==> src/rtl/qrs_pkg.sv <==
// qrs_pkg: widths, result kind codes and payload types for the quadratic root solver
// depends on nothing; imported by every module of the block
package qrs_pkg;

  localparam int CW   = 16;
  localparam int OF   = 16;
  localparam int OW   = 32;
  localparam int DW   = 2 * CW + 3;
  localparam int MW   = 2 * CW + 2;
  localparam int SW   = MW / 2;
  localparam int RW   = SW + 3;
  localparam int DVW  = CW + 1;
  localparam int NUW  = SW + 2;
  localparam int NMW  = CW + 1;
  localparam int NW   = NMW + OF + 1;
  localparam int LANES = 3;

  localparam logic [1:0] KIND_TWO_REAL = 2'd0;
  localparam logic [1:0] KIND_DOUBLE   = 2'd1;
  localparam logic [1:0] KIND_COMPLEX  = 2'd2;
  localparam logic [1:0] KIND_DEGEN    = 2'd3;

  typedef struct packed {
    logic signed [CW-1:0] coef_quad;
    logic signed [CW-1:0] coef_lin;
    logic signed [CW-1:0] coef_const;
  } coef_t;

  typedef struct packed {
    logic signed [OW-1:0] root_one_real;
    logic signed [OW-1:0] root_two_real;
    logic signed [OW-1:0] imag_part;
    logic [1:0]           root_kind;
    logic                 saturated;
  } root_t;

  typedef struct packed {
    logic [1:0]           kind;
    logic signed [CW-1:0] lin;
    logic                 quad_neg;
    logic [DVW-1:0]       dv;
  } sq_side_t;

  typedef struct packed {
    logic [MW-1:0] x;
    logic [SW-1:0] root;
    logic [RW-1:0] rem;
  } sq_work_t;

  typedef struct packed {
    logic [1:0]       kind;
    logic [LANES-1:0] neg;
    logic [DVW-1:0]   dv;
  } dv_side_t;

  typedef struct packed {
    logic [LANES-1:0][DVW-1:0] rem;
    logic [LANES-1:0][NW-1:0]  nq;
  } dv_work_t;

endpackage

==> src/rtl/qrs_front.sv <==
// qrs_front: product stage and discriminant stage, sets up the square root chain
// depends on qrs_pkg
module qrs_front import qrs_pkg::*; (
  input  logic     clk,
  input  logic     rst,
  input  logic     in_valid,
  output logic     in_ready,
  input  coef_t    coef,
  output logic     out_valid,
  input  logic     out_ready,
  output sq_side_t side,
  output sq_work_t work
);

  logic                   vld1;
  logic signed [CW-1:0]   a1;
  logic signed [CW-1:0]   b1;
  logic signed [2*CW-1:0] bb1;
  logic signed [2*CW-1:0] ac1;
  logic                   rdy1;
  logic                   rdy2;
  logic signed [DW-1:0]   disc;
  logic signed [CW:0]     a2;
  logic [1:0]             kind_next;

  assign rdy2     = !out_valid || out_ready;
  assign rdy1     = !vld1 || rdy2;
  assign in_ready = rdy1;

  always_ff @(posedge clk) begin
    if (rst) begin
      vld1 <= 1'b0;
    end else if (rdy1) begin
      vld1 <= in_valid;
    end
    if (rdy1 && in_valid) begin
      a1  <= coef.coef_quad;
      b1  <= coef.coef_lin;
      bb1 <= coef.coef_lin * coef.coef_lin;
      ac1 <= coef.coef_quad * coef.coef_const;
    end
  end

  always_comb begin
    disc = DW'(bb1) - (DW'(ac1) <<< 2);
    a2   = {a1, 1'b0};
    if (a1 == '0) begin
      kind_next = KIND_DEGEN;
    end else if (disc > 0) begin
      kind_next = KIND_TWO_REAL;
    end else if (disc == 0) begin
      kind_next = KIND_DOUBLE;
    end else begin
      kind_next = KIND_COMPLEX;
    end
  end

  always_ff @(posedge clk) begin
    if (rst) begin
      out_valid <= 1'b0;
    end else if (rdy2) begin
      out_valid <= vld1;
    end
    if (rdy2 && vld1) begin
      side.kind     <= kind_next;
      side.lin      <= b1;
      side.quad_neg <= a1[CW-1];
      side.dv       <= a2[CW] ? DVW'(-a2) : DVW'(a2);
      work.x        <= disc[DW-1] ? MW'(-disc) : MW'(disc);
      work.root     <= '0;
      work.rem      <= '0;
    end
  end

endmodule

==> config.mk <==
export PLATFORM = sky130hd
export DESIGN_NAME = qrs_front
export DESIGN_NICKNAME = d
export VERILOG_FILES = /design/src/rtl/qrs_pkg.sv /design/src/rtl/qrs_front.sv
export SDC_FILE = /design/constraint.sdc
export NUM_CORES = 2
export LEC_CHECK = 0
export BUFFER_PORTS_ARGS = -buffer_cell sky130_fd_sc_hd__buf_2
export CAP_MARGIN = 25
export CORE_MARGIN = 1
export CORE_UTILIZATION = 55
export DETAILED_ROUTE_END_ITERATION = 10
export PLACE_DENSITY = 0.76
export SKIP_LAST_GASP = 1
export SLEW_MARGIN = 0
export SYNTH_ARGS = -nofsm -noshare
export SYNTH_HDL_FRONTEND = slang
export SYNTH_SLANG_ARGS = --single-unit
==> constraint.sdc <==
create_clock -name clk -period 11.22 [get_ports clk]
set_input_delay 2.244 -clock clk [delete_from_list [all_inputs] [get_ports clk]]
set_output_delay 2.244 -clock clk [all_outputs]
set_load 0.05 [all_outputs]
==> results.cfg <==
[worst_setup_path]
reg2reg_to = work[58]
reg2regPathDepth = 13
worstPathMaxFanout = 22
slowest_stage = fa_1
reg2reg_slack_ps = 6200
start_kind = input pin
crit_path_max_incr_delay_ps = 710
r2r-start = bb1[2]
path_delay_family = adder cells
arrival_ps = 8660
cp-end-kind = flop
crit_buf_inv = 4
crit_chain = buf_2 -> inv_1 -> nor2_1 -> fa_1 -> inv_1 -> fa_1 -> fa_1 -> fa_1 -> fa_1 -> fa_1 -> inv_1 -> ha_1 -> a21oi_1 -> o21a_1 -> nor2_1 -> a311o_1 -> a41oi_1 -> o211ai_1 -> a2111oi_0 -> nor3b_1
cp.depth = 20
critPathKind = input pin to flop
crit_path_frequent_cell = fa_1
cp.required_ps = 11450
critPathLaunch = coef[31]
crit_path_end = bb1[31]

[grt]
grt_pass1_wl_mm = 98.7
grtUsageMet2_pct = 43.0
track_usage_pct = 25.1
grt.met3_usage_pct = 3.07
globalRoute.busiestLayer = met2
antenna_found_initial = 0
first_global_vias = 20100
overflow = 0
use_met1_pct = 32.9
grt_max_degree = 79

[cts]
worstSkewPairLatency_ps = 480
numCtsBuffers = 17
cts_tree = built
postCtsHoldBufs = 0
numClockSinks = 164
cts_root_buffer = clkbuf_16
cts.htree.levels = 4
cts_max_path_buffers = 2
path_clk_slew_ps = 70
post_cts_buffers = 0
ctsResizeCount = 0

[synth]
synth_edf_count = 162
synth_cell_types = 77
yosys_warnings = 0
synth_flop_cell = edfxtp_1
synthTopCellsByArea = fa_1, edfxtp_1, ha_1, inv_1, and2_1
syn_area_per_cell_um2 = 9.83
yosys-top-cells-count = inv_1, fa_1, nand2_1
synth_area_um2 = 27200
yosysSeqAreaShare_pct = 18.0
synth-seq-cells = 164
synth.top_cell.area_share_pct = 36.7
yosysMostFrequentCell = inv_1
syn_inst = 2766
async_flop_share_pct = 0
synth_top_area_cell = fa_1

[floorplan]
die_w_um = 224
core_um2 = 48800
initial_utilization_pct = 55.7
die_h_um = 224
dieArea_um2 = 50300
ios = 161
rows = 81

[route]
vias = 19000
via_per_inst = 5.40
wl_per_cell_um = 16.8
first_iter_violations = 1112
final_antenna_net_count = 0
first_pass_iters = 5
finalWirelength_mm = 59.0
drc = 0

[run]
max_cap_violations = 0

[timing]
hold_viol = 0
setup_tns_ps = 0
fin_skew_ps = 11.9
min_period_over_period_pct = 75.2
slew_headroom_pct = 22.8
worst_slack_ps = 2780
fin_hold_ws_ps = 421
drv_slew = 0
min_period_ps = 8440
fmax_mhz = 119
max_slew.worst_pin.slew_ps = 1150
rsz0062_at_grt = false
setup_viol = 0

[place]
gp_congestion = 0.925
port_buffers = 122
dp_hpwl_mm = 48.2
preCtsSetupSlack_ps = 2310

[final_layout]
area_growth_pct = 6.15
drive_above_1_share_pct = 6.71
nNetsFinal = 3590
n_antenna_cell = 0

[status]
status = completed

[hold_path]
hp-class = flop to flop
==> cell usage in the layout, fill, tap and decap left out, types with 13 or more instances in the layout <==
| cell type | n |
|---|---|
| nor2_1 | 106 |
| and2_1 | 180 |
| buf_2 | 122 |
| a21o_1 | 36 |
| nand2_1 | 245 |
| xor2_1 | 36 |
| edfxtp_1 | 162 |
| a21oi_1 | 85 |
| xnor2_1 | 99 |
| nand3_1 | 26 |
| ha_1 | 204 |
| nor3_1 | 27 |
| conb_1 | 38 |
| o21bai_1 | 13 |
| o21ai_0 | 50 |
| and3_1 | 17 |
| clkbuf_16 | 17 |
| o21a_1 | 15 |
| inv_1 | 655 |
| nand2b_1 | 21 |
| fa_1 | 499 |
==> layout make-up <==
type                    count  area, um^2
inverters                 655        2460
flip-flops and latches    164        4900
multi-input cells        1868       19400
repair buffers            129         691
clock inverters            15         166
fillers                  4118       20000
well taps                 664         831
clock buffers              17         425
==> worst register-to-register path, cell delays in order, from the launching register on <==
cell and delay (ps):
edfxtp_1 410, inv_1 80, ha_1 170, inv_1 60, fa_1 440, a211oi_2 310
o211ai_2 180, a21oi_1 180, xnor2_1 140, nor4_1 720, nand4_1 390, nor4_1 1030
a21oi_1 210, xnor2_1 450
==> routing by layer <==
layer / part of all wire, % / vias to the layer above
met5: 0 / -
met2: 51 / 604
met3: 5.7 / 100
met1: 41 / 9628
met4: 2.7 / 0
li1: - / 8645
==> state kept, by name, indices dropped and copies added, names as in the netlist <==
signal,flops
work,33
a1,16
vld1,1
side,35
bb1,30
out_valid,1
b1,16
ac1,32
==> worst min-delay path by stage <==
stage	startpoint	endpoint	slack, ps	cells after the start
2_1_floorplan	b1[1]	side[19]	400	0
3_3_place_gp	b1[13]	side[31]	400	0
3_5_place_dp	b1[6]	side[24]	410	0
4_1_cts	b1[6]	side[24]	420	0
5_1_grt	b1[6]	side[24]	430	0
6_report	b1[6]	side[24]	420	0
==> through the flow <==
stage          instance area, um^2  cells  utilization (%)
3_3_place_gp                 28200   3478             57.8
5_1_grt                      28900   3512             59.1
4_1_cts                      28800   3510             59.0
6_report                     28900   3512             59.1
3_5_place_dp                 28200   3478             57.8
2_1_floorplan                27300   2803                -
==> kinds of logic after synthesis <==
family	after synthesis	synth area share (%)
buffers and inverters	771	11.2
adder cells (fa/ha/maj)	703	46.1
AND/OR/NAND/NOR	691	12.7
AO/OA/AOI/OAI	297	7.37
flip-flops	164	18.0
XOR/XNOR	135	4.35
multiplexers	4	0.161
other	1	0.0138
Power is not shown: default switching activity piles up to over one toggle a cycle in this logic, so the estimate is an artifact.
