<file path="src/rtl/qrs_pkg.sv">
// qrs_pkg: widths, result kind codes and payload types for the quadratic root solver
// depends on nothing; imported by every module of the block
package qrs_pkg;

  localparam int CW   = 16;
  localparam int OF   = 16;
  localparam int OW   = 32;
  localparam int DW   = 2 * CW + 3;
  localparam int MW   = 2 * CW + 2;
  localparam int SW   = MW / 2;
  localparam int RW   = SW + 3;
  localparam int DVW  = CW + 1;
  localparam int NUW  = SW + 2;
  localparam int NMW  = CW + 1;
  localparam int NW   = NMW + OF + 1;
  localparam int LANES = 3;

  localparam logic [1:0] KIND_TWO_REAL = 2'd0;
  localparam logic [1:0] KIND_DOUBLE   = 2'd1;
  localparam logic [1:0] KIND_COMPLEX  = 2'd2;
  localparam logic [1:0] KIND_DEGEN    = 2'd3;

  typedef struct packed {
    logic signed [CW-1:0] coef_quad;
    logic signed [CW-1:0] coef_lin;
    logic signed [CW-1:0] coef_const;
  } coef_t;

  typedef struct packed {
    logic signed [OW-1:0] root_one_real;
    logic signed [OW-1:0] root_two_real;
    logic signed [OW-1:0] imag_part;
    logic [1:0]           root_kind;
    logic                 saturated;
  } root_t;

  typedef struct packed {
    logic [1:0]           kind;
    logic signed [CW-1:0] lin;
    logic                 quad_neg;
    logic [DVW-1:0]       dv;
  } sq_side_t;

  typedef struct packed {
    logic [MW-1:0] x;
    logic [SW-1:0] root;
    logic [RW-1:0] rem;
  } sq_work_t;

  typedef struct packed {
    logic [1:0]       kind;
    logic [LANES-1:0] neg;
    logic [DVW-1:0]   dv;
  } dv_side_t;

  typedef struct packed {
    logic [LANES-1:0][DVW-1:0] rem;
    logic [LANES-1:0][NW-1:0]  nq;
  } dv_work_t;

endpackage

</file>
<file path="src/rtl/qrs_sqrt_cell.sv">
// qrs_sqrt_cell: one digit of the restoring integer square root
// depends on qrs_pkg
module qrs_sqrt_cell import qrs_pkg::*; (
  input  logic     clk,
  input  logic     rst,
  input  logic     in_valid,
  output logic     in_ready,
  input  sq_side_t side_in,
  input  sq_work_t work_in,
  output logic     out_valid,
  input  logic     out_ready,
  output sq_side_t side_out,
  output sq_work_t work_out
);

  logic [RW-1:0] t;
  logic [RW-1:0] trial;
  logic          ge;
  sq_work_t      work_next;

  assign in_ready = !out_valid || out_ready;

  always_comb begin
    t         = {work_in.rem[RW-3:0], work_in.x[MW-1 -: 2]};
    trial     = RW'({work_in.root, 2'b01});
    ge        = t >= trial;
    work_next.rem  = ge ? t - trial : t;
    work_next.root = {work_in.root[SW-2:0], ge};
    work_next.x    = {work_in.x[MW-3:0], 2'b00};
  end

  always_ff @(posedge clk) begin
    if (rst) begin
      out_valid <= 1'b0;
    end else if (in_ready) begin
      out_valid <= in_valid;
    end
    if (in_ready && in_valid) begin
      side_out <= side_in;
      work_out <= work_next;
    end
  end

endmodule

</file>
<file path="config.mk">
export PLATFORM = sky130hd
export DESIGN_NAME = qrs_sqrt_cell
export DESIGN_NICKNAME = d
export VERILOG_FILES = /design/src/rtl/qrs_pkg.sv /design/src/rtl/qrs_sqrt_cell.sv
export SDC_FILE = /design/constraint.sdc
export NUM_CORES = 1
export LEC_CHECK = 0
export ABC_CLOCK_PERIOD_IN_PS = 13300
export BUFFER_PORTS_ARGS = -buffer_cell sky130_fd_sc_hd__buf_4
export CORE_AREA = 4 4 115 117
export DETAILED_ROUTE_END_ITERATION = 10
export DIE_AREA = 0 0 119 121
export PLACE_DENSITY = 0.71
export SETUP_SLACK_MARGIN = 0.5
export SKIP_CTS_REPAIR_TIMING = 1
export SLEW_MARGIN = 20
export SYNTH_ARGS = -nofsm -noshare
export SYNTH_HDL_FRONTEND = slang
export SYNTH_SLANG_ARGS = --single-unit
</file>
<file path="constraint.sdc">
create_clock -name clk -period 13.3 [get_ports clk]
set_input_delay 3.99 -clock clk [delete_from_list [all_inputs] [get_ports clk]]
set_output_delay 3.99 -clock clk [all_outputs]
set_load 0.01 [all_outputs]
</file>
==> impl_metrics.py <==
metrics = {
    "setup_path": {
        "cpPeakStageDelay_ns": 0.16,
        "crit_fanout": 3,
        "crit_chain": "buf_4, nand2b_1, buf_4",
        "start_kind": "input pin",
        "endpoint_kind": "primary output",
        "critPathKind": "in2out",
        "required_ns": 9.31,
        "arrival_ns": 4.42,
        "path_common_cell": "buf_4",
        "cp_slowest_cell": "nand2b_1",
    },
    "place": {
        "post-place-ws_ns": 4.90,
        "gp_congestion": 0.854,
        "dp.cells": 713,
        "hpwl_um": 10100,
        "portBuffers": 215,
    },
    "floorplan": {
        "core_um2": 12400,
        "die_w_um": 119,
        "start_util_pct": 38.7,
        "ioPinCount": 220,
        "dieArea_um2": 14400,
        "rows": 41,
        "die_h_um": 121,
    },
    "global_routing": {
        "grt_start_max_net_pins": 78,
        "globalRouteOverflowTotal": 0,
        "grt_pass1_wl_um": 19400,
        "antenna_found_initial": 0,
        "grt_pass1_vias": 3563,
        "track_usage_pct": 17.4,
    },
    "yosys": {
        "synth_edf_count": 105,
        "synthFlopType": "edfxtp_1",
        "ys_ff_latch": 106,
        "syn_inst": 337,
        "synth.avg_cell_area_um2": 14.2,
        "yosysWarningCount": 0,
        "ys_seq_area_share_pct": 66.4,
        "async_reset_ff_share_pct": 0,
        "synth.cell_area_um2": 4780,
        "synth_cell_types": 52,
    },
    "power": {
        "p_sw_w": 0.000205,
        "pwr-share-comb_pct": 19.8,
        "swShare_pct": 24.6,
        "pwr-share-clk_pct": 31.6,
        "seq_power_share_pct": 48.5,
        "p_per_area_nw_per_um2": 122,
        "p_leak_nw": 2.91,
        "irDropWorstVdd_mv": 0.0637,
        "internal-power_w": 0.000628,
    },
    "timing": {
        "period_share_pct": 63.2,
        "max_slew_margin_pct": 37.0,
        "setup_ws_ns": 4.89,
        "drv_slew": 0,
        "hold_violations": 0,
        "fin_tns_setup_ns": 0,
        "worst_hold_slack_ns": 0.537,
        "fin_crit_ns": 8.41,
        "max_freq_mhz": 119,
        "grt_setup_unrepaired": "no",
        "clock_skew_ns": 0.00553,
        "setup-violations-final": 0,
        "tightest_slew_ns": 0.946,
    },
    "routing": {
        "dr.first_iter.drc_count": 274,
        "via_count": 3625,
        "first_pass_iters": 4,
        "drtAntennaViolNets": 0,
        "viasPerCell": 4.97,
        "wl_per_cell_um": 17.8,
        "wl_um": 13000,
        "drcViolationCount": 0,
    },
    "final_layout": {
        "nets": 682,
        "final_layout_size_suffix_gt1_share_pct": 44.2,
        "stdcell_count": 729,
        "fin_util_pct": 55.3,
        "mostFrequentLayoutCells": "216 x buf_4, 105 x edfxtp_1, 26 x inv_1, 19 x a21oi_1, 19 x ha_1",
        "final_common_cell": "buf_4",
        "n_antenna_cell": 0,
        "syn2layout_area_growth_pct": 43.0,
    },
    "hold_path": {
        "hp-class": "reg2reg",
    },
    "cts": {
        "root_buffer": "clkbuf_16",
        "cts_made_buffers": 9,
        "cts_tree": "done",
        "clk_path_buf_depth": 2,
        "cts_sinks": 106,
        "htree_levels": 3,
        "path_clk_slew_ns": 0.07,
        "clock_latency_ns": 0.34,
    },
    "job": {
        "max_cap_violations": 0,
    },
    "run_status": {
        "status": "completed",
    },
}
-- synthesized netlist by cell type (all sizes together), types with 2 or more instances --
| library cell | instances | area share (%) |
|---|---|---|
| edfxtp | 105 | 66 |
| inv | 26 | 2.0 |
| a21oi | 20 | 2.2 |
| ha | 19 | 5.0 |
| nor2 | 17 | 1.3 |
| nand2 | 14 | 1.1 |
| o21ai | 14 | 1.5 |
| mux2 | 13 | 3.8 |
| buf | 11 | 1.5 |
| nand3 | 11 | 1.2 |
| xnor2 | 8 | 1.5 |
| a211oi | 7 | 1.1 |
| a21o | 6 | 0.94 |
| nor3 | 6 | 0.63 |
| nand4 | 5 | 0.65 |
| o21a | 5 | 0.79 |
| nand2b | 4 | 0.52 |
| xor2 | 4 | 0.73 |
| a211o | 3 | 0.55 |
| and2 | 3 | 0.45 |
| nor2b | 3 | 0.39 |
| o211ai | 3 | 0.47 |
| clkbuf | 2 | 0.16 |
| mux2i | 2 | 0.42 |
| o2111ai | 2 | 0.37 |
| o311ai | 2 | 0.37 |
| o31ai | 2 | 0.42 |
| or3 | 2 | 0.26 |
-- worst max-delay path, delay by kind of cell --
kind,cells,cell delay [ns]
buffers and inverters,2,0.26
AND/OR/NAND/NOR,1,0.16
-- per-stage QoR --
stage / power (W) / cell area [um^2]
floorplan: 0.000501 / 4780
global placement: 0.000574 / 6540
detailed placement: 0.000577 / 6540
CTS: 0.000843 / 6830
global route: 0.000871 / 6830
finish: 0.000833 / 6830
-- state kept, by name (all words and copies together), names as in the netlist --
signal     cells
work_out      69
side_out      36
out_valid      1
-- per-layer routing --
layer	vias to the layer above	GRT usage, %	part of all wire, %
li1	1704	-	-
met4	0	6.73	2.2
met3	18	4.57	6.8
met1	1744	21.0	41
met2	159	30.0	50
met5	-	0	0
-- power by group through the flow --
stage | clock network [W] | logic [W] | registers (W)
after global routing | 0.000285 | 0.000179 | 0.000406
after floorplan | 0 | 0.0000754 | 0.000426
after CTS | 0.000272 | 0.000166 | 0.000404
final | 0.000263 | 0.000165 | 0.000404
after global placement | 0 | 0.000162 | 0.000411
after detailed placement | 0 | 0.000166 | 0.000412
-- cell type report --
class	count	area (um^2)
clock buffer	10	229
clock inverter	6	62.6
fill	1006	5530
inverter	26	97.6
multi-input combinational	193	1440
sequential	106	3170
tap	172	215
timing repair buffer	216	1620
-- path summary, 6_finish.rpt --
check | cells after the start | slack [ns] | from | endpoint
min | 2 | 0.54 | out_valid | out_valid
max reg2reg | 3 | 11.22 | out_valid | side_out[20]
min reg2reg | 2 | 0.54 | out_valid | out_valid
max | 3 | 4.89 | out_ready | in_ready
-- cell families (layout without fill, tap and decap cells) --
group | Yosys count | after routing | synth area share [%]
flops | 106 | 106 | 66.4
compound gates | 75 | 75 | 11.1
simple gates | 70 | 70 | 7.25
buf+inv | 39 | 258 | 3.72
fa+ha+maj | 19 | 19 | 4.97
mux | 15 | 15 | 4.27
xor+xnor | 12 | 12 | 2.20
other cells | 1 | 2 | 0.0785
No activity file was read; power rests on OpenSTA's default activity.
