## config.mk

```make
export PLATFORM = sky130hd
export DESIGN_NAME = qrs_div_cell
export DESIGN_NICKNAME = d
export VERILOG_FILES = /design/src/rtl/qrs_pkg.sv /design/src/rtl/qrs_div_cell.sv
export SDC_FILE = /design/constraint.sdc
export NUM_CORES = 1
export LEC_CHECK = 0
export ABC_AREA = 0
export BUFFER_PORTS_ARGS = -buffer_cell sky130_fd_sc_hd__buf_2
export CAP_MARGIN = 25
export CORE_UTILIZATION = 31
export DETAILED_ROUTE_END_ITERATION = 7
export PLACE_DENSITY = 0.57
export SLEW_MARGIN = 20
export SYNTH_ARGS = -nofsm -noshare
export SYNTH_HDL_FRONTEND = slang
export SYNTH_SLANG_ARGS = --single-unit
```

## constraint.sdc

```tcl
create_clock -name clk -period 6.31 [get_ports clk]
set_clock_uncertainty 0.1 [all_clocks]
set_input_delay 1.893 -clock clk [delete_from_list [all_inputs] [get_ports clk]]
set_output_delay 1.893 -clock clk [all_outputs]
set_load 0.02 [all_outputs]
```

## src/rtl/qrs_pkg.sv

```systemverilog
// qrs_pkg: widths, result kind codes and payload types for the quadratic root solver
// depends on nothing; imported by every module of the block
package qrs_pkg;

  localparam int CW   = 16;
  localparam int OF   = 16;
  localparam int OW   = 32;
  localparam int DW   = 2 * CW + 3;
  localparam int MW   = 2 * CW + 2;
  localparam int SW   = MW / 2;
  localparam int RW   = SW + 3;
  localparam int DVW  = CW + 1;
  localparam int NUW  = SW + 2;
  localparam int NMW  = CW + 1;
  localparam int NW   = NMW + OF + 1;
  localparam int LANES = 3;

  localparam logic [1:0] KIND_TWO_REAL = 2'd0;
  localparam logic [1:0] KIND_DOUBLE   = 2'd1;
  localparam logic [1:0] KIND_COMPLEX  = 2'd2;
  localparam logic [1:0] KIND_DEGEN    = 2'd3;

  typedef struct packed {
    logic signed [CW-1:0] coef_quad;
    logic signed [CW-1:0] coef_lin;
    logic signed [CW-1:0] coef_const;
  } coef_t;

  typedef struct packed {
    logic signed [OW-1:0] root_one_real;
    logic signed [OW-1:0] root_two_real;
    logic signed [OW-1:0] imag_part;
    logic [1:0]           root_kind;
    logic                 saturated;
  } root_t;

  typedef struct packed {
    logic [1:0]           kind;
    logic signed [CW-1:0] lin;
    logic                 quad_neg;
    logic [DVW-1:0]       dv;
  } sq_side_t;

  typedef struct packed {
    logic [MW-1:0] x;
    logic [SW-1:0] root;
    logic [RW-1:0] rem;
  } sq_work_t;

  typedef struct packed {
    logic [1:0]       kind;
    logic [LANES-1:0] neg;
    logic [DVW-1:0]   dv;
  } dv_side_t;

  typedef struct packed {
    logic [LANES-1:0][DVW-1:0] rem;
    logic [LANES-1:0][NW-1:0]  nq;
  } dv_work_t;

endpackage

```

## src/rtl/qrs_div_cell.sv

```systemverilog
// qrs_div_cell: one quotient bit of three restoring dividers sharing one divisor
// depends on qrs_pkg
module qrs_div_cell import qrs_pkg::*; (
  input  logic     clk,
  input  logic     rst,
  input  logic     in_valid,
  output logic     in_ready,
  input  dv_side_t side_in,
  input  dv_work_t work_in,
  output logic     out_valid,
  input  logic     out_ready,
  output dv_side_t side_out,
  output dv_work_t work_out
);

  logic [LANES-1:0][DVW:0] t;
  logic [LANES-1:0][DVW:0] tr;
  logic [LANES-1:0]        ge;
  dv_work_t                work_next;

  assign in_ready = !out_valid || out_ready;

  always_comb begin
    for (int j = 0; j < LANES; j++) begin
      t[j]  = {work_in.rem[j], work_in.nq[j][NW-1]};
      ge[j] = t[j] >= {1'b0, side_in.dv};
      tr[j] = ge[j] ? t[j] - {1'b0, side_in.dv} : t[j];
      work_next.rem[j] = tr[j][DVW-1:0];
      work_next.nq[j]  = {work_in.nq[j][NW-2:0], ge[j]};
    end
  end

  always_ff @(posedge clk) begin
    if (rst) begin
      out_valid <= 1'b0;
    end else if (in_ready) begin
      out_valid <= in_valid;
    end
    if (in_ready && in_valid) begin
      side_out <= side_in;
      work_out <= work_next;
    end
  end

endmodule

```

==> summary.md <==
| Metric | Value |
|---|---|
| Status | completed |
| Number of flops mapped to enable cells by yosys | 175 |
| Hold path endpoint | out_valid |
| Total CTS buffers | 17 |
| Layout Nets | between 1000 and 1500 |
| Skew-Pair Late Insertion Delay | 420 ps |
| WL per Instance | 19.9 microns |
| Reg-to-Reg Start | out_valid |
| Die area | a little under 30000 sq um |
| Post-Route WL | between 20000 and 30000 microns |
| RSZ-0062 raised after global routing | no |
| Sw Ratio | 29.4% |
| Synth area leaders | edfxtp_1, ha_1, mux2_2 |
| Core area | 27900 sq um |
| Design area | 11600 sq um |
| Worst R2R Path Depth | 3 |
| First-pass GRT wire length | 39700 microns |
| Number of antenna violations at the first check in global routing | 7 |
| Post-CTS Setup Bufs | 0 |
| Syn-to-layout area delta | 31.7% |
| Fin crit share | 76.4% |
| Ys Warns | 0 |
| Total number of vias | between 6000 and 7000 |
| Pins Over Slew Limit | 0 |
| Clock sink count | 176 |
| Mean Syn Cell Area | approximately 13 sq um |
| Seq/Total Area, Yosys | 59.9% |
| # resized after CTS | 0 |
| Finish-stage setup viols | 0 |
| Final ANT Viol Nets | 0 |
| Fill cells | about 2700 |
| CTS tree | yes |
| DPL Wire Length | 22600 microns |
| Peak VDD IR | 0.169 mV |
| Fin Setup TNS | 0 ps |
| Worst-path fanout max | 10 |
| Async set or reset register ratio after synthesis | 0% |
| Routed vias/inst | 4.86 |
| Place WS | 1050 ps |
| Synthesized area | 8810 sq um |
| Int Power | between 2 and 2.5 mW |
| Comb pwr share | between 20% and 30% |
| Sw power | approximately 950 uW |
| Boundary Pins | ~360 |
| Post-synth top area cell | edfxtp_1 |
| Netlist cell types | 63 |
| PnR worst setup slack | 1490 ps |
| Clock transition at path regs | ~70 ps |
| Hold path depth | 2 |
| Die Height | ~170 microns |
| R2R setup slack | 4130 ps |
| Gr ovfl total | 0 |
| Worst path required time | 6390 ps |
| Starting Density | between 30% and 40% |
| Leak Pwr | 4.97 nW |
| Design Power | ~3.2 mW |
| Tot GR Track Use | 19.0% |
| Data arrival time of the critical path | 4900 ps |
| Post-synthesis cell count | 676 |
| Floorplan row count | 61 |
| Share of layout cells above drive strength 1 | 40.5% |
| Largest net degree at the start of global routing | 88 |
| PwrDens | 277 nW/um^2 |
| Setup CP Type | input port to register |
| Hold buffer count at cts | 0 |
| Layout Cells excl Fill | 1431 |
| IO Port Bufs | 355 |
| H-tree depth | 4 |
| Critical Path Source Type | input port |
| Iter 0 DRT Violations | 445 |
| Slew Limit Headroom | 38.6% |
| Placed Cells | 1397 |
| CTS root buf | clkbuf_16 |
| RD Place Congestion | 0.868 |
| DRC errors left | 0 |
| Hold crit path type | register to register |
| Fmax | approximately 0.21 GHz |
| DRT Pass-1 Iters | 4 |
| Crit end category | register |
| FF-to-FF End | side_out[9] |
| Clk buf depth | 2 |
| Main synth FF type | edfxtp_1 |
| Placed inst area | 11000 sq um |
| Syn nets | 909 |
| Hold path start | out_valid |
| Top-area cell type share of the netlist area | 59.7% |
| Max-Cap Viols | 0 |
| Sequential power share | around 45% |
| Final Hold Violating Endpoints | 0 |
| Die W | 171 microns |
| Vias in the first global route | 6537 |
| Fin crit period | 4820 ps |
| Worst-Margin Slew | 921 ps |
| Clock power frac | 33.1% |
| #FFs+latches synth | between 150 and 200 |
## cells in the mapped netlist, drive strengths merged (3+ instances only)
library cell and n:
o21ai 42, buf 8, o211ai 7, a2111oi 3, o31ai 12, fa 3
a21boi 10, nor4 4, a21o 29, and2 6, a21oi 46, or4 3
a211oi 11, xor2 14, inv 42, o21a 11, o21bai 9, nor3 4
xnor2 15, nand2 36, nand3 17, clkbuf 8, edfxtp 175, nor2 32
nand4 10, mux2 28, ha 51, a31oi 5, o31a 3
## cell usage in the layout (no fill, tap or decap), types with 10 or more instances in the layout
master	netlist	final
xnor2_1	15	15
o31ai_1	10	10
o21ai_0	40	40
buf_2	4	355
clkbuf_16	0	17
o21a_1	11	11
inv_1	41	41
nand2_1	36	36
xor2_1	14	14
nand3_1	17	17
a21oi_1	46	46
ha_1	51	51
nor2_1	32	32
a21boi_0	10	10
edfxtp_1	175	175
mux2_2	21	21
a211oi_1	11	11
a21o_1	29	29
## how the worst max path moves through the flow
stage	startpoint	endpoint	slack, ps	cells after the start
after floorplan	out_ready	side_out[0]	1410	2
after global placement	side_in[0]	work_out[133]	1150	11
after detailed placement	side_in[0]	work_out[125]	1050	11
after CTS	side_in[0]	work_out[125]	1500	11
after global routing	side_in[0]	work_out[125]	1310	11
final	side_in[0]	work_out[125]	1490	11
## logic make-up (layout without fill, tap and decap cells)
| logic type | count (synthesis) | after routing | synth area share (%) |
|---|---|---|---|
| adder cells (fa/ha/maj) | 54 | 54 | 7.93 |
| flip-flops | 176 | 176 | 59.9 |
| multiplexers | 30 | 30 | 4.10 |
| AO/OA/AOI/OAI | 203 | 203 | 15.3 |
| buffers and inverters | 58 | 432 | 2.84 |
| XOR/XNOR | 29 | 29 | 2.88 |
| AND/OR/NAND/NOR | 126 | 126 | 7.04 |
| other | 0 | 3 | 0 |
## cell type report
| cell class | instances | area [sq um] | area share, % |
|---|---|---|---|
| Timing Repair Buffer | 359 | 1820 | 15.7 |
| Clock buffer | 18 | 429 | 3.70 |
| Tap cell | 378 | 473 | 4.08 |
| Multi-Input combinational cell | 442 | 3290 | 28.3 |
| Sequential cell | 176 | 5280 | 45.5 |
| Clock inverter | 13 | 151 | 1.31 |
| Antenna cell | 3 | 7.51 | 0.0647 |
| Inverter | 42 | 158 | 1.36 |
## state kept, by name, summed over array words and instances, names as in the netlist
register   cells
work_out     153
side_out      22
out_valid      1
## routing by layer
metal	routed length, microns	vias to the layer above	track usage, %
met5	50	-	0
met4	614	8	7.01
met3	1980	33	5.34
met2	14500	216	33.7
met1	11300	3359	21.7
li1	-	3333	-
## worst max-delay path, stage by stage
cell and delay, ps:
buf_2 200, ha_1 200, inv_1 50, fa_1 390, a21oi_1 190, o211ai_1 220
o21a_1 240, o21ai_1 400, and2_1 490, buf_4 260, mux2_2 360
## through the flow
| stage | utilization, % | hold slack [ps] |
|---|---|---|
| 2_1_floorplan | - | 629 |
| 3_3_place_gp | 39.5 | 400 |
| 3_5_place_dp | 39.5 | 408 |
| 4_1_cts | 41.6 | 417 |
| 5_1_grt | 41.6 | 450 |
| 6_report | 41.6 | 414 |
## power by group through the flow
stage                     clock network [mW]  registers (mW)  logic, mW
after floorplan                            0            1.58      0.341
after global placement                     0            1.46      0.719
after detailed placement                   0            1.46      0.722
after CTS                               1.09            1.44      0.727
after global routing                    1.13            1.44      0.785
final                                   1.07            1.43      0.720
Power figures use the tool's default switching activity.
