**src/rtl/qrs_pkg.sv**
```systemverilog
// qrs_pkg: widths, result kind codes and payload types for the quadratic root solver
// depends on nothing; imported by every module of the block
package qrs_pkg;

  localparam int CW   = 16;
  localparam int OF   = 16;
  localparam int OW   = 32;
  localparam int DW   = 2 * CW + 3;
  localparam int MW   = 2 * CW + 2;
  localparam int SW   = MW / 2;
  localparam int RW   = SW + 3;
  localparam int DVW  = CW + 1;
  localparam int NUW  = SW + 2;
  localparam int NMW  = CW + 1;
  localparam int NW   = NMW + OF + 1;
  localparam int LANES = 3;

  localparam logic [1:0] KIND_TWO_REAL = 2'd0;
  localparam logic [1:0] KIND_DOUBLE   = 2'd1;
  localparam logic [1:0] KIND_COMPLEX  = 2'd2;
  localparam logic [1:0] KIND_DEGEN    = 2'd3;

  typedef struct packed {
    logic signed [CW-1:0] coef_quad;
    logic signed [CW-1:0] coef_lin;
    logic signed [CW-1:0] coef_const;
  } coef_t;

  typedef struct packed {
    logic signed [OW-1:0] root_one_real;
    logic signed [OW-1:0] root_two_real;
    logic signed [OW-1:0] imag_part;
    logic [1:0]           root_kind;
    logic                 saturated;
  } root_t;

  typedef struct packed {
    logic [1:0]           kind;
    logic signed [CW-1:0] lin;
    logic                 quad_neg;
    logic [DVW-1:0]       dv;
  } sq_side_t;

  typedef struct packed {
    logic [MW-1:0] x;
    logic [SW-1:0] root;
    logic [RW-1:0] rem;
  } sq_work_t;

  typedef struct packed {
    logic [1:0]       kind;
    logic [LANES-1:0] neg;
    logic [DVW-1:0]   dv;
  } dv_side_t;

  typedef struct packed {
    logic [LANES-1:0][DVW-1:0] rem;
    logic [LANES-1:0][NW-1:0]  nq;
  } dv_work_t;

endpackage

```
**src/rtl/qrs_finish.sv**
```systemverilog
// qrs_finish: sign, clipping and result selection, holds the output register
// depends on qrs_pkg
module qrs_finish import qrs_pkg::*; (
  input  logic     clk,
  input  logic     rst,
  input  logic     in_valid,
  output logic     in_ready,
  input  dv_side_t side_in,
  input  dv_work_t work_in,
  output logic     out_valid,
  input  logic     out_ready,
  output root_t    root
);

  function automatic logic [OW:0] clip(input logic [NW-1:0] q, input logic neg,
                                       input logic sym);
    logic          n;
    logic [NW-1:0] lim;
    logic [NW-1:0] qc;
    logic          sat;
    logic [OW-1:0] q32;
    n   = neg && (q != '0);
    lim = (n && !sym) ? NW'(33'h080000000) : NW'(33'h07FFFFFFF);
    sat = q > lim;
    qc  = sat ? lim : q;
    q32 = qc[OW-1:0];
    return {sat, n ? -q32 : q32};
  endfunction

  logic [OW:0] v1;
  logic [OW:0] v2;
  logic [OW:0] v3;
  root_t       root_next;

  assign in_ready = !out_valid || out_ready;

  always_comb begin
    v1 = clip(work_in.nq[0], side_in.neg[0], 1'b0);
    v2 = clip(work_in.nq[1], side_in.neg[1], 1'b0);
    v3 = clip(work_in.nq[2], side_in.neg[2], 1'b1);
    root_next.root_kind = side_in.kind;
    case (side_in.kind)
      KIND_TWO_REAL: begin
        root_next.root_one_real = v1[OW-1:0];
        root_next.root_two_real = v2[OW-1:0];
        root_next.imag_part     = '0;
        root_next.saturated     = v1[OW] | v2[OW];
      end
      KIND_DOUBLE: begin
        root_next.root_one_real = v1[OW-1:0];
        root_next.root_two_real = v1[OW-1:0];
        root_next.imag_part     = '0;
        root_next.saturated     = v1[OW];
      end
      KIND_COMPLEX: begin
        root_next.root_one_real = v1[OW-1:0];
        root_next.root_two_real = v1[OW-1:0];
        root_next.imag_part     = v3[OW-1:0];
        root_next.saturated     = v1[OW] | v3[OW];
      end
      default: begin
        root_next.root_one_real = '0;
        root_next.root_two_real = '0;
        root_next.imag_part     = '0;
        root_next.saturated     = 1'b0;
      end
    endcase
  end

  always_ff @(posedge clk) begin
    if (rst) begin
      out_valid <= 1'b0;
    end else if (in_ready) begin
      out_valid <= in_valid;
    end
    if (in_ready && in_valid) begin
      root <= root_next;
    end
  end

endmodule

```
**config.mk**
```make
export PLATFORM = sky130hd
export DESIGN_NAME = qrs_finish
export DESIGN_NICKNAME = d
export VERILOG_FILES = /design/src/rtl/qrs_pkg.sv /design/src/rtl/qrs_finish.sv
export SDC_FILE = /design/constraint.sdc
export NUM_CORES = 1
export LEC_CHECK = 0
export BUFFER_PORTS_ARGS = -buffer_cell sky130_fd_sc_hd__buf_2
export CAP_MARGIN = 20
export CORE_MARGIN = 5
export CORE_UTILIZATION = 30
export CTS_BUF_LIST = sky130_fd_sc_hd__clkbuf_4 sky130_fd_sc_hd__clkbuf_8
export DETAILED_ROUTE_END_ITERATION = 7
export HOLD_SLACK_MARGIN = 0.05
export PLACE_DENSITY = 0.54
export SKIP_CTS_REPAIR_TIMING = 1
export SLEW_MARGIN = 20
export SYNTH_ARGS = -nofsm -noshare
export SYNTH_HDL_FRONTEND = slang
export SYNTH_SLANG_ARGS = --single-unit
```
**constraint.sdc**
```tcl
create_clock -name clk -period 8.8 [get_ports clk]
set_input_delay 2.2 -clock clk [delete_from_list [all_inputs] [get_ports clk]]
set_output_delay 2.2 -clock clk [all_outputs]
set_load 0.005 [all_outputs]
```
==> results of run 1 <==
==> stage by stage <==
stage               utilization (%)  cells  worst slack, ns  hold slack, ns
finish                        37.19   1448           0.5455          0.5290
global route                  37.19   1448          0.05750          0.5688
CTS                           37.16   1448           0.5111          0.5322
detailed placement            36.38   1432          0.09531          0.5166
global placement              36.38   1432          0.05793          0.4965
floorplan                         -    900           0.1174          0.5225
==> where the power goes <==
part | internal, mW | switching (mW)
combinational | 0.125 | 0.207
sequential | 0.571 | 0.0121
clock | 0.138 | 0.174
total | 0.834 | 0.394
==> registers in the layout, summed over array words and instances (netlist names) <==
register	count
out_valid	1
root	99
==> cells in the final DEF (no fill, tap or decap), types with 18 or more instances in the layout <==
cell      netlist  routed
ha_1           67      67
nand2_1        62      62
nor3_1         42      42
nand4_1        20      20
o21ai_0        80      79
buf_4           1      30
nor2_1        116     116
xnor2_1        23      23
edfxtp_1       99      99
or3_1          31      31
buf_2           6     211
a21oi_1        71      71
nor4_1         18      18
==> area by class of cell <==
| type | instances | area [µm²] | area share [%] |
|---|---|---|---|
| well taps | 335 | 419.2 | 4.325 |
| clock inverters | 6 | 71.32 | 0.7359 |
| flip-flops and latches | 100 | 2993 | 30.88 |
| multi-input cells | 743 | 4747 | 48.98 |
| repair buffers | 241 | 1281 | 13.22 |
| inverters | 13 | 48.80 | 0.5035 |
| clock buffers | 10 | 131.4 | 1.356 |
==> critical path, cell delays in order <==
cell	delay [ns]
buf_2	0.10
or3_1	0.42
or4_4	0.48
nand2b_1	0.20
o41a_4	0.58
buf_4	0.22
ha_1	0.31
nand4bb_1	0.16
nor4_1	0.32
buf_4	0.18
o211ai_1	0.08
nand4_1	0.13
o21a_1	0.25
nand2_1	0.15
o21ai_0	0.14
ha_1	0.25
or4b_1	0.47
nor4_1	0.28
buf_4	0.18
nor4b_2	0.27
buf_4	0.20
nand2_1	0.07
o31ai_1	0.25
xor2_1	0.24
nand2_1	0.13
o2bb2ai_1	0.14
==> layer usage <==
layer  track usage, %  wire, µm  up-vias
li1                 -         -     3894
met5                0        11        -
met1            24.89     12680     3781
met4            3.046       414        2
met3            3.821      2070       29
met2            30.08     13220      323
==> final timing paths <==
kind / start / to / slack, ns / cells past startpoint
min reg2reg: out_valid / out_valid / 0.53 / 2
max: work_in[10] / root[55] / 0.55 / 26
max reg2reg: out_valid / root[85] / 6.74 / 3
min: out_valid / out_valid / 0.53 / 2
==> cells by family after synthesis <==
group	after synthesis	synth area share [%]
AO/OA/AOI/OAI	273	21.29
XOR/XNOR	37	4.079
adder cells (fa/ha/maj)	67	10.55
buffers and inverters	57	2.835
flip-flops	100	37.68
AND/OR/NAND/NOR	366	23.56
==> results.cfg, run 1 <==
[yosys]
yosysMostFrequentCell = nor2_1
yosysTopAreaCell = edfxtp_1
synth_nets = 1146
syn_area_um2 = 7944
synth_edf_count = 99
ys_seq_area_share_pct = 37.68
yosys.area.top_type_share_pct = 37.42
ys_ff_latch = 100
synthFlopType = edfxtp_1
synthTopCellsByCount = nor2_1, edfxtp_1, o21ai_0
async_reset_ff_share_pct = 0
syn_inst = 900
synthDistinctLibCells = 68
synthTopCellsByArea = edfxtp_1, ha_1, nor2_1
yosysWarnings = 0
synth.avg_cell_area_um2 = 8.827

[timing]
fin_skew_ns = 0.01163
maxSlewHeadroom_pct = 31.57
setup_tns_ns = 0
hold_violations = 0
rsz0062_at_grt = no
period_share_pct = 93.80
slew_viol_final = 0
setup_violations = 0
timing.fmax_ghz = 0.1211
period_needed_ns = 8.255
tightestPinTransition_ns = 1.027

[route]
wl_per_cell_um = 19.61
drtIter0Drc = 796
viasPerCell = 5.545
drc = 0
first_pass_iters = 6
antenna_violating_nets_post_route = 0
postRouteWirelength_mm = 28.40
vias = 8029

[layout]
antenna_cells = 0
finalInstanceArea_um2 = 9692
fin_nets = 1354
drive_gt1_share_pct = 25.61
n_fill_cell = 2708
syn2layout_area_growth_pct = 22.00

[clock_network]
cts_buffer_depth = 2
h-tree-depth = 3
root_buffer = clkbuf_8
clk_pin_slew_worst_paths_ns = 0.11
cts_buffers = 9
numClockSinks = 100
cts_tree = yes
clkLatencyLatePin_ns = 0.38

[grt]
grt.overflow.total = 0
antenna_found_initial = 1
grt_max_degree = 67
grt_usage_pct = 18.15
grt_first_pass_wirelength_mm = 43.56
grt_pass1_vias = 7599

[run]
maxCapViolCount = 0

[placed_design]
place_area_um2 = 9480
io_buffers = 211
dp_hpwl_mm = 22.23
gp_congestion = 0.8650

[die]
fp.dieW_um = 172.7
die_h_um = 172.7
start_util_pct = 30.48
dieArea_um2 = 29830
rows = 59
pin_count = 280
core_um2 = 26060

[pwr]
fin_total_pwr_mw = 1.227
p_leak_nw = 3.679
vdd_drop_max_mv = 0.07696
pwr_density_cell_nw_per_um2 = 126.6

[status]
status = finished clean

[worst_setup_path]
cp.required_ns = 8.93
cp_max_fo = 14
critPathKind = input pin to register
startpoint_type = input pin
crit_arrival_ns = 8.39
worst_setup_path_end_kind = register

[min_path]
hold_path_class = register to register
Power figures use the tool's default switching activity.
==> inputs of run 2 (changes only) <==
CORE_UTILIZATION = 25   (was 30)
PLACE_DENSITY = 0.46   (was 0.54)
==> run 2 against run 1 <==
Net effect: total power shrank 2.4%; sequential power is essentially flat; hold slack lost 0.00053 ns; clock-buffer cell count grew 1; first-iteration DRC count shrank 15%; clock skew shrank 0.0031 ns; register-to-register slack lost 0.03 ns; maximum frequency grew 0.27%; flip-flop and latch count is the same; critical path type unchanged; cell area grew 0.25%.
==> results.cfg, run 2 (synthesis gave the netlist of run 1 again) <==
[status]
status = finished clean

[route]
postRouteWirelength_mm = 30.22
wl_per_cell_um = 19.98
vias = 7937
drtIter0Drc = 676
drc = 0
antenna_violating_nets_post_route = 0
viasPerCell = 5.246
first_pass_iters = 5

[pwr]
switching_share_pct = 32.87
p_sw_uw = 393.7
power.share.sequential_pct = 48.9
internal_power_uw = 804.0
vdd_drop_max_mv = 0.06205
comb_power_share_pct = 27.9
p_leak_nw = 3.651
clkPwrFrac_pct = 23.2
pwr_density_cell_nw_per_um2 = 123.3

[worst_setup_path]
cp_max_fo = 17
crit_slowest_cell = o41a_2
cpMostUsedCell = buf_4
crit_arrival_ns = 8.32
cp.required_ns = 8.89
critPathKind = input pin to register
worst_setup_path_end_kind = register
startpoint_type = input pin
rrSetupSlack_ns = 6.71
cpPeakStageDelay_ns = 0.67
crit_chain = buf_2 > or3_1 > or4_4 > nand2b_1 > o41a_2 > buf_4 > ha_1 > nand4_1 > nor2_1 > a221o_1 > o31a_1 > o21a_1 > buf_4 > o21ai_0 > ha_1 > or4b_1 > nor4_1 > nor4b_2 > nand3_1 > o41ai_1 > xnor2_1 > o21ai_1 > buf_4 > o21ai_0

[die]
rows = 65
die_h_um = 188.3
dieArea_um2 = 35440
pin_count = 280
start_util_pct = 25.24
fp.dieW_um = 188.3
core_um2 = 31470

[layout]
syn2layout_area_growth_pct = 22.30
multiInputGateArea_um2 = 4738
final_common_cell = buf_2
stdcell_count = 1513
final_cell_mix = buf_2, nor2_1, edfxtp_1
drive_gt1_share_pct = 25.47
seq_area_um2 = 2993
fin_nets = 1352
largest_registers = root x99, out_valid x1
n_fill_cell = 3394
antenna_cells = 0
largest_register = root
largest_register_ffs = 99

[timing]
maxSlewHeadroom_pct = 31.90
tightestPinTransition_ns = 1.022
fin_skew_ns = 0.008494
setup_violations = 0
period_share_pct = 93.55
hold_violations = 0
rsz0062_at_grt = no
slew_viol_final = 0
period_needed_ns = 8.233
setup_tns_ns = 0
timing.fmax_ghz = 0.1215

[clock_network]
clk_pin_slew_worst_paths_ns = 0.10
numClockSinks = 100
cts_tree = yes
cts_buffers = 9
root_buffer = clkbuf_8
h-tree-depth = 3
clkLatencyLatePin_ns = 0.37
cts_buffer_depth = 2

[placed_design]
io_buffers = 211
placed_cells = 1497
gp_congestion = 0.8363
dp_hpwl_mm = 23.67

[grt]
grt_usage_pct = 16.36
grt_max_degree = 68
grt_pass1_vias = 7575
grt.overflow.total = 0
grt_first_pass_wirelength_mm = 45.68
antenna_found_initial = 1

[min_path]
hold_path_class = register to register

[run]
maxCapViolCount = 0
[run 2: changes by cell type in the layout (fill, tap and decap cells not counted)]
cell	previous run	this run
o41a_4	1	0
clkinv_2	0	3
clkbuf_4	1	2
o41a_2	0	1
buf_4	30	28
bufinv_16	1	0
inv_8	1	0
clkinv_4	2	0
[run 2: cell type report]
class	instances	area share, %
Tap cell	402	5.177
Sequential cell	100	30.80
Timing Repair Buffer	239	13.03
Clock inverter	5	0.2833
Multi-Input combinational cell	743	48.77
Inverter	13	0.5023
Clock buffer	11	1.429
[run 2: critical path, delay by kind of cell]
kind | cells | cell delay [ns]
and+or+nand+nor | 9 | 2.58
AOI/OAI and AO/OA | 8 | 2.26
buffers and inverters | 4 | 0.64
adders and majority gates | 2 | 0.52
xor gates and xnor gates | 1 | 0.11
[run 2: power groups by stage]
| stage | sequential (mW) | combinational, mW | clock, mW |
|---|---|---|---|
| 2_1_floorplan | 0.598 | 0.166 | 0 |
| 3_3_place_gp | 0.598 | 0.332 | 0 |
| 3_5_place_dp | 0.598 | 0.334 | 0 |
| 4_1_cts | 0.588 | 0.336 | 0.294 |
| 5_1_grt | 0.590 | 0.371 | 0.307 |
| 6_report | 0.586 | 0.334 | 0.278 |
[run 2: worst paths after layout]
| path | start | end | cells past startpoint |
|---|---|---|---|
| hold / removal | out_valid | out_valid | 2 |
| setup reg to reg | out_valid | root[71] | 3 |
| setup / recovery | work_in[10] | root[63] | 24 |
| hold reg to reg | out_valid | out_valid | 2 |
[run 2: per-stage QoR]
step	total power, mW	area (µm²)	worst slack, ns	util (%)	hold WS (ns)
finish	1.198	9716	0.5675	30.87	0.5285
global route	1.268	9716	0.03245	30.87	0.5897
CTS	1.217	9716	0.5917	30.87	0.5322
detailed placement	0.9319	9549	0.1894	30.34	0.5165
global placement	0.9303	9549	0.2172	30.34	0.4994
floorplan	0.7641	7944	0.1174	-	0.5225
[run 2: per-layer routing]
metal	global-route usage, %	vias to the layer above	share of wire (%)
li1	-	3886	-
met1	22.37	3762	45
met2	27.19	266	47
met3	2.853	21	5.7
met4	3.557	2	1.7
met5	0	-	0.043
==> inputs of run 3 (changes only) <==
--- a/config.mk
+++ b/config.mk
@@ -7,2 +7,3 @@
 export LEC_CHECK = 0
+export ABC_AREA = 1
 export BUFFER_PORTS_ARGS = -buffer_cell sky130_fd_sc_hd__buf_2
@@ -10,3 +11,3 @@
 export CORE_MARGIN = 5
-export CORE_UTILIZATION = 25
+export CORE_UTILIZATION = 38
 export CTS_BUF_LIST = sky130_fd_sc_hd__clkbuf_4 sky130_fd_sc_hd__clkbuf_8
@@ -14,3 +15,3 @@
 export HOLD_SLACK_MARGIN = 0.05
-export PLACE_DENSITY = 0.46
+export PLACE_DENSITY = 0.63
 export SKIP_CTS_REPAIR_TIMING = 1
==> constraint.sdc (replaced) <==
create_clock -name clk -period 8.8 [get_ports clk]
set_input_delay 0.44 -clock clk [delete_from_list [all_inputs] [get_ports clk]]
set_output_delay 0.44 -clock clk [all_outputs]
set_load 0.005 [all_outputs]
==> run 3 against run 2 <==
Net effect: clock-buffer cell count shrank 2; wire length shrank 4.6%; cell area grew 12%; area after synthesis grew 18%; first-iteration DRC count grew 50%; sequential share of layout area shrank 3.3 points; final cell count grew 25%; hold slack lost 0.32 ns; synthesized cell count grew 53%; die area shrank 21%; global-route usage grew 3.8 points; register-to-register slack lost 0.14 ns; critical endpoint is now root[51].
==> results.cfg, run 3 <==
[placed_design]
place_area_um2 = 10630
dp_hpwl_mm = 22.92
gp_congestion = 0.8922
io_buffers = 211
placed_cells = 1878
dp_slack_ns = 3.294

[die]
die_h_um = 166.9
core_um2 = 24250
fp.dieW_um = 166.9
rows = 57
start_util_pct = 38.59
dieArea_um2 = 27860
pin_count = 280

[yosys]
yosysMostFrequentCell = nand2_1
synthDistinctLibCells = 48
syn_inst = 1377
ys_ff_latch = 100
synthTopCellsByArea = edfxtp_1, nand2_1, ha_1
yosysWarnings = 0
synth.avg_cell_area_um2 = 6.795
yosysTopAreaCell = edfxtp_1
synthFlopType = edfxtp_1
ys_seq_area_share_pct = 31.99
yosys.area.top_type_share_pct = 31.77
synth_edf_count = 99
async_reset_ff_share_pct = 0
synthTopCellsByCount = nand2_1, nor2_1, inv_1
syn_area_um2 = 9356
synth_nets = 1623

[grt]
grt_max_degree = 81
antenna_found_initial = 0
grt_pass1_vias = 8792
grt_first_pass_wirelength_mm = 46.02
grt.overflow.total = 0
grt_usage_pct = 20.19

[timing]
period_needed_ns = 5.122
hold_violations = 0
maxSlewHeadroom_pct = 33.37
period_share_pct = 58.20
tightestPinTransition_ns = 0.9994
whs_ns = 0.2123
rsz0062_at_grt = no
fin_skew_ns = 0.009756
setup_violations = 0
setup_tns_ns = 0
slew_viol_final = 0
layout_setup_ws_ns = 3.678
timing.fmax_ghz = 0.1953

[worst_setup_path]
worst_setup_path_end_kind = register
cpMostUsedCell = nand2_1
crit_arrival_ns = 5.26
cp_max_fo = 39
crit_slowest_cell = nand2_2
cp.required_ns = 8.93
critPathKind = input pin to register
cpPeakStageDelay_ns = 0.47
startpoint_type = input pin

[run]
maxCapViolCount = 0

[clock_network]
cts_buffers = 9
h-tree-depth = 3
numClockSinks = 100
clkLatencyLatePin_ns = 0.39
cts_tree = yes
root_buffer = clkbuf_8
clk_pin_slew_worst_paths_ns = 0.10
cts_buffer_depth = 2

[pwr]
fin_total_pwr_mw = 1.328
vdd_drop_max_mv = 0.07849
pwr_density_cell_nw_per_um2 = 122.2
p_leak_nw = 5.426

[layout]
antenna_cells = 0
final_util_pct = 44.81
largest_register_ffs = 99
syn2layout_area_growth_pct = 16.13
final_cell_mix = nand2_1, buf_2, nor2_1
largest_register = root
finalInstanceArea_um2 = 10870
stdcell_count = 1894
largest_registers = root x99, out_valid x1
drive_gt1_share_pct = 20.45
fin_nets = 1811
final_common_cell = nand2_1

[route]
wl_per_cell_um = 15.23
viasPerCell = 5.044
postRouteWirelength_mm = 28.85
drtIter0Drc = 1014
vias = 9553
first_pass_iters = 6
antenna_violating_nets_post_route = 0
drc = 0

[min_path]
hold_path_class = input pin to register

[status]
status = finished clean
run 3: path summary, 6_finish.rpt:
kind                    start  depth (start not counted)  slack [ns]        end
setup / recovery  work_in[60]                         31        3.68   root[51]
hold reg to reg     out_valid                          2        0.54  out_valid
hold / removal            rst                          2        0.21  out_valid
setup reg to reg    out_valid                          2        6.57   root[38]
run 3: metal layers:
layer	part of all wire, %	track usage (%)	vias up
li1	-	-	4940
met1	45	27.91	4268
met2	45	32.51	316
met3	8.1	4.551	29
met4	1.6	4.340	0
met5	0	0	-
run 3: kinds of logic (layout without fill, tap and decap cells):
logic type / after synthesis / after routing / synth area share [%]
AND/OR/NAND/NOR: 836 / 836 / 39.70
AO/OA/AOI/OAI: 172 / 172 / 10.15
XOR/XNOR: 1 / 1 / 0.09363
buffers and inverters: 201 / 394 / 9.107
flip-flops: 100 / 100 / 31.99
adder cells (fa/ha/maj): 67 / 67 / 8.960
run 3: report_power, final:
part / internal (mW) / switching (mW) / leakage (nW)
Sequential: 0.571 / 0.0119 / 0.974
Clock: 0.165 / 0.182 / 0.116
Combinational: 0.136 / 0.261 / 4.34
Total: 0.873 / 0.455 / 5.43
run 3: critical path, delay by kind of cell:
kind,cells,cell delay (ns)
adder cells (fa/ha/maj),2,0.57
AND/OR/NAND/NOR,25,3.42
AO/OA/AOI/OAI,1,0.18
buffers and inverters,3,0.62
run 3: final cells by class:
type | count | area, µm²
multi-input cells | 1076 | 5525
repair buffers | 218 | 1109
well taps | 324 | 405.4
inverters | 160 | 600.6
clock buffers | 9 | 123.9
clock inverters | 7 | 108.9
fillers | 2622 | 13380
flip-flops and latches | 100 | 2993
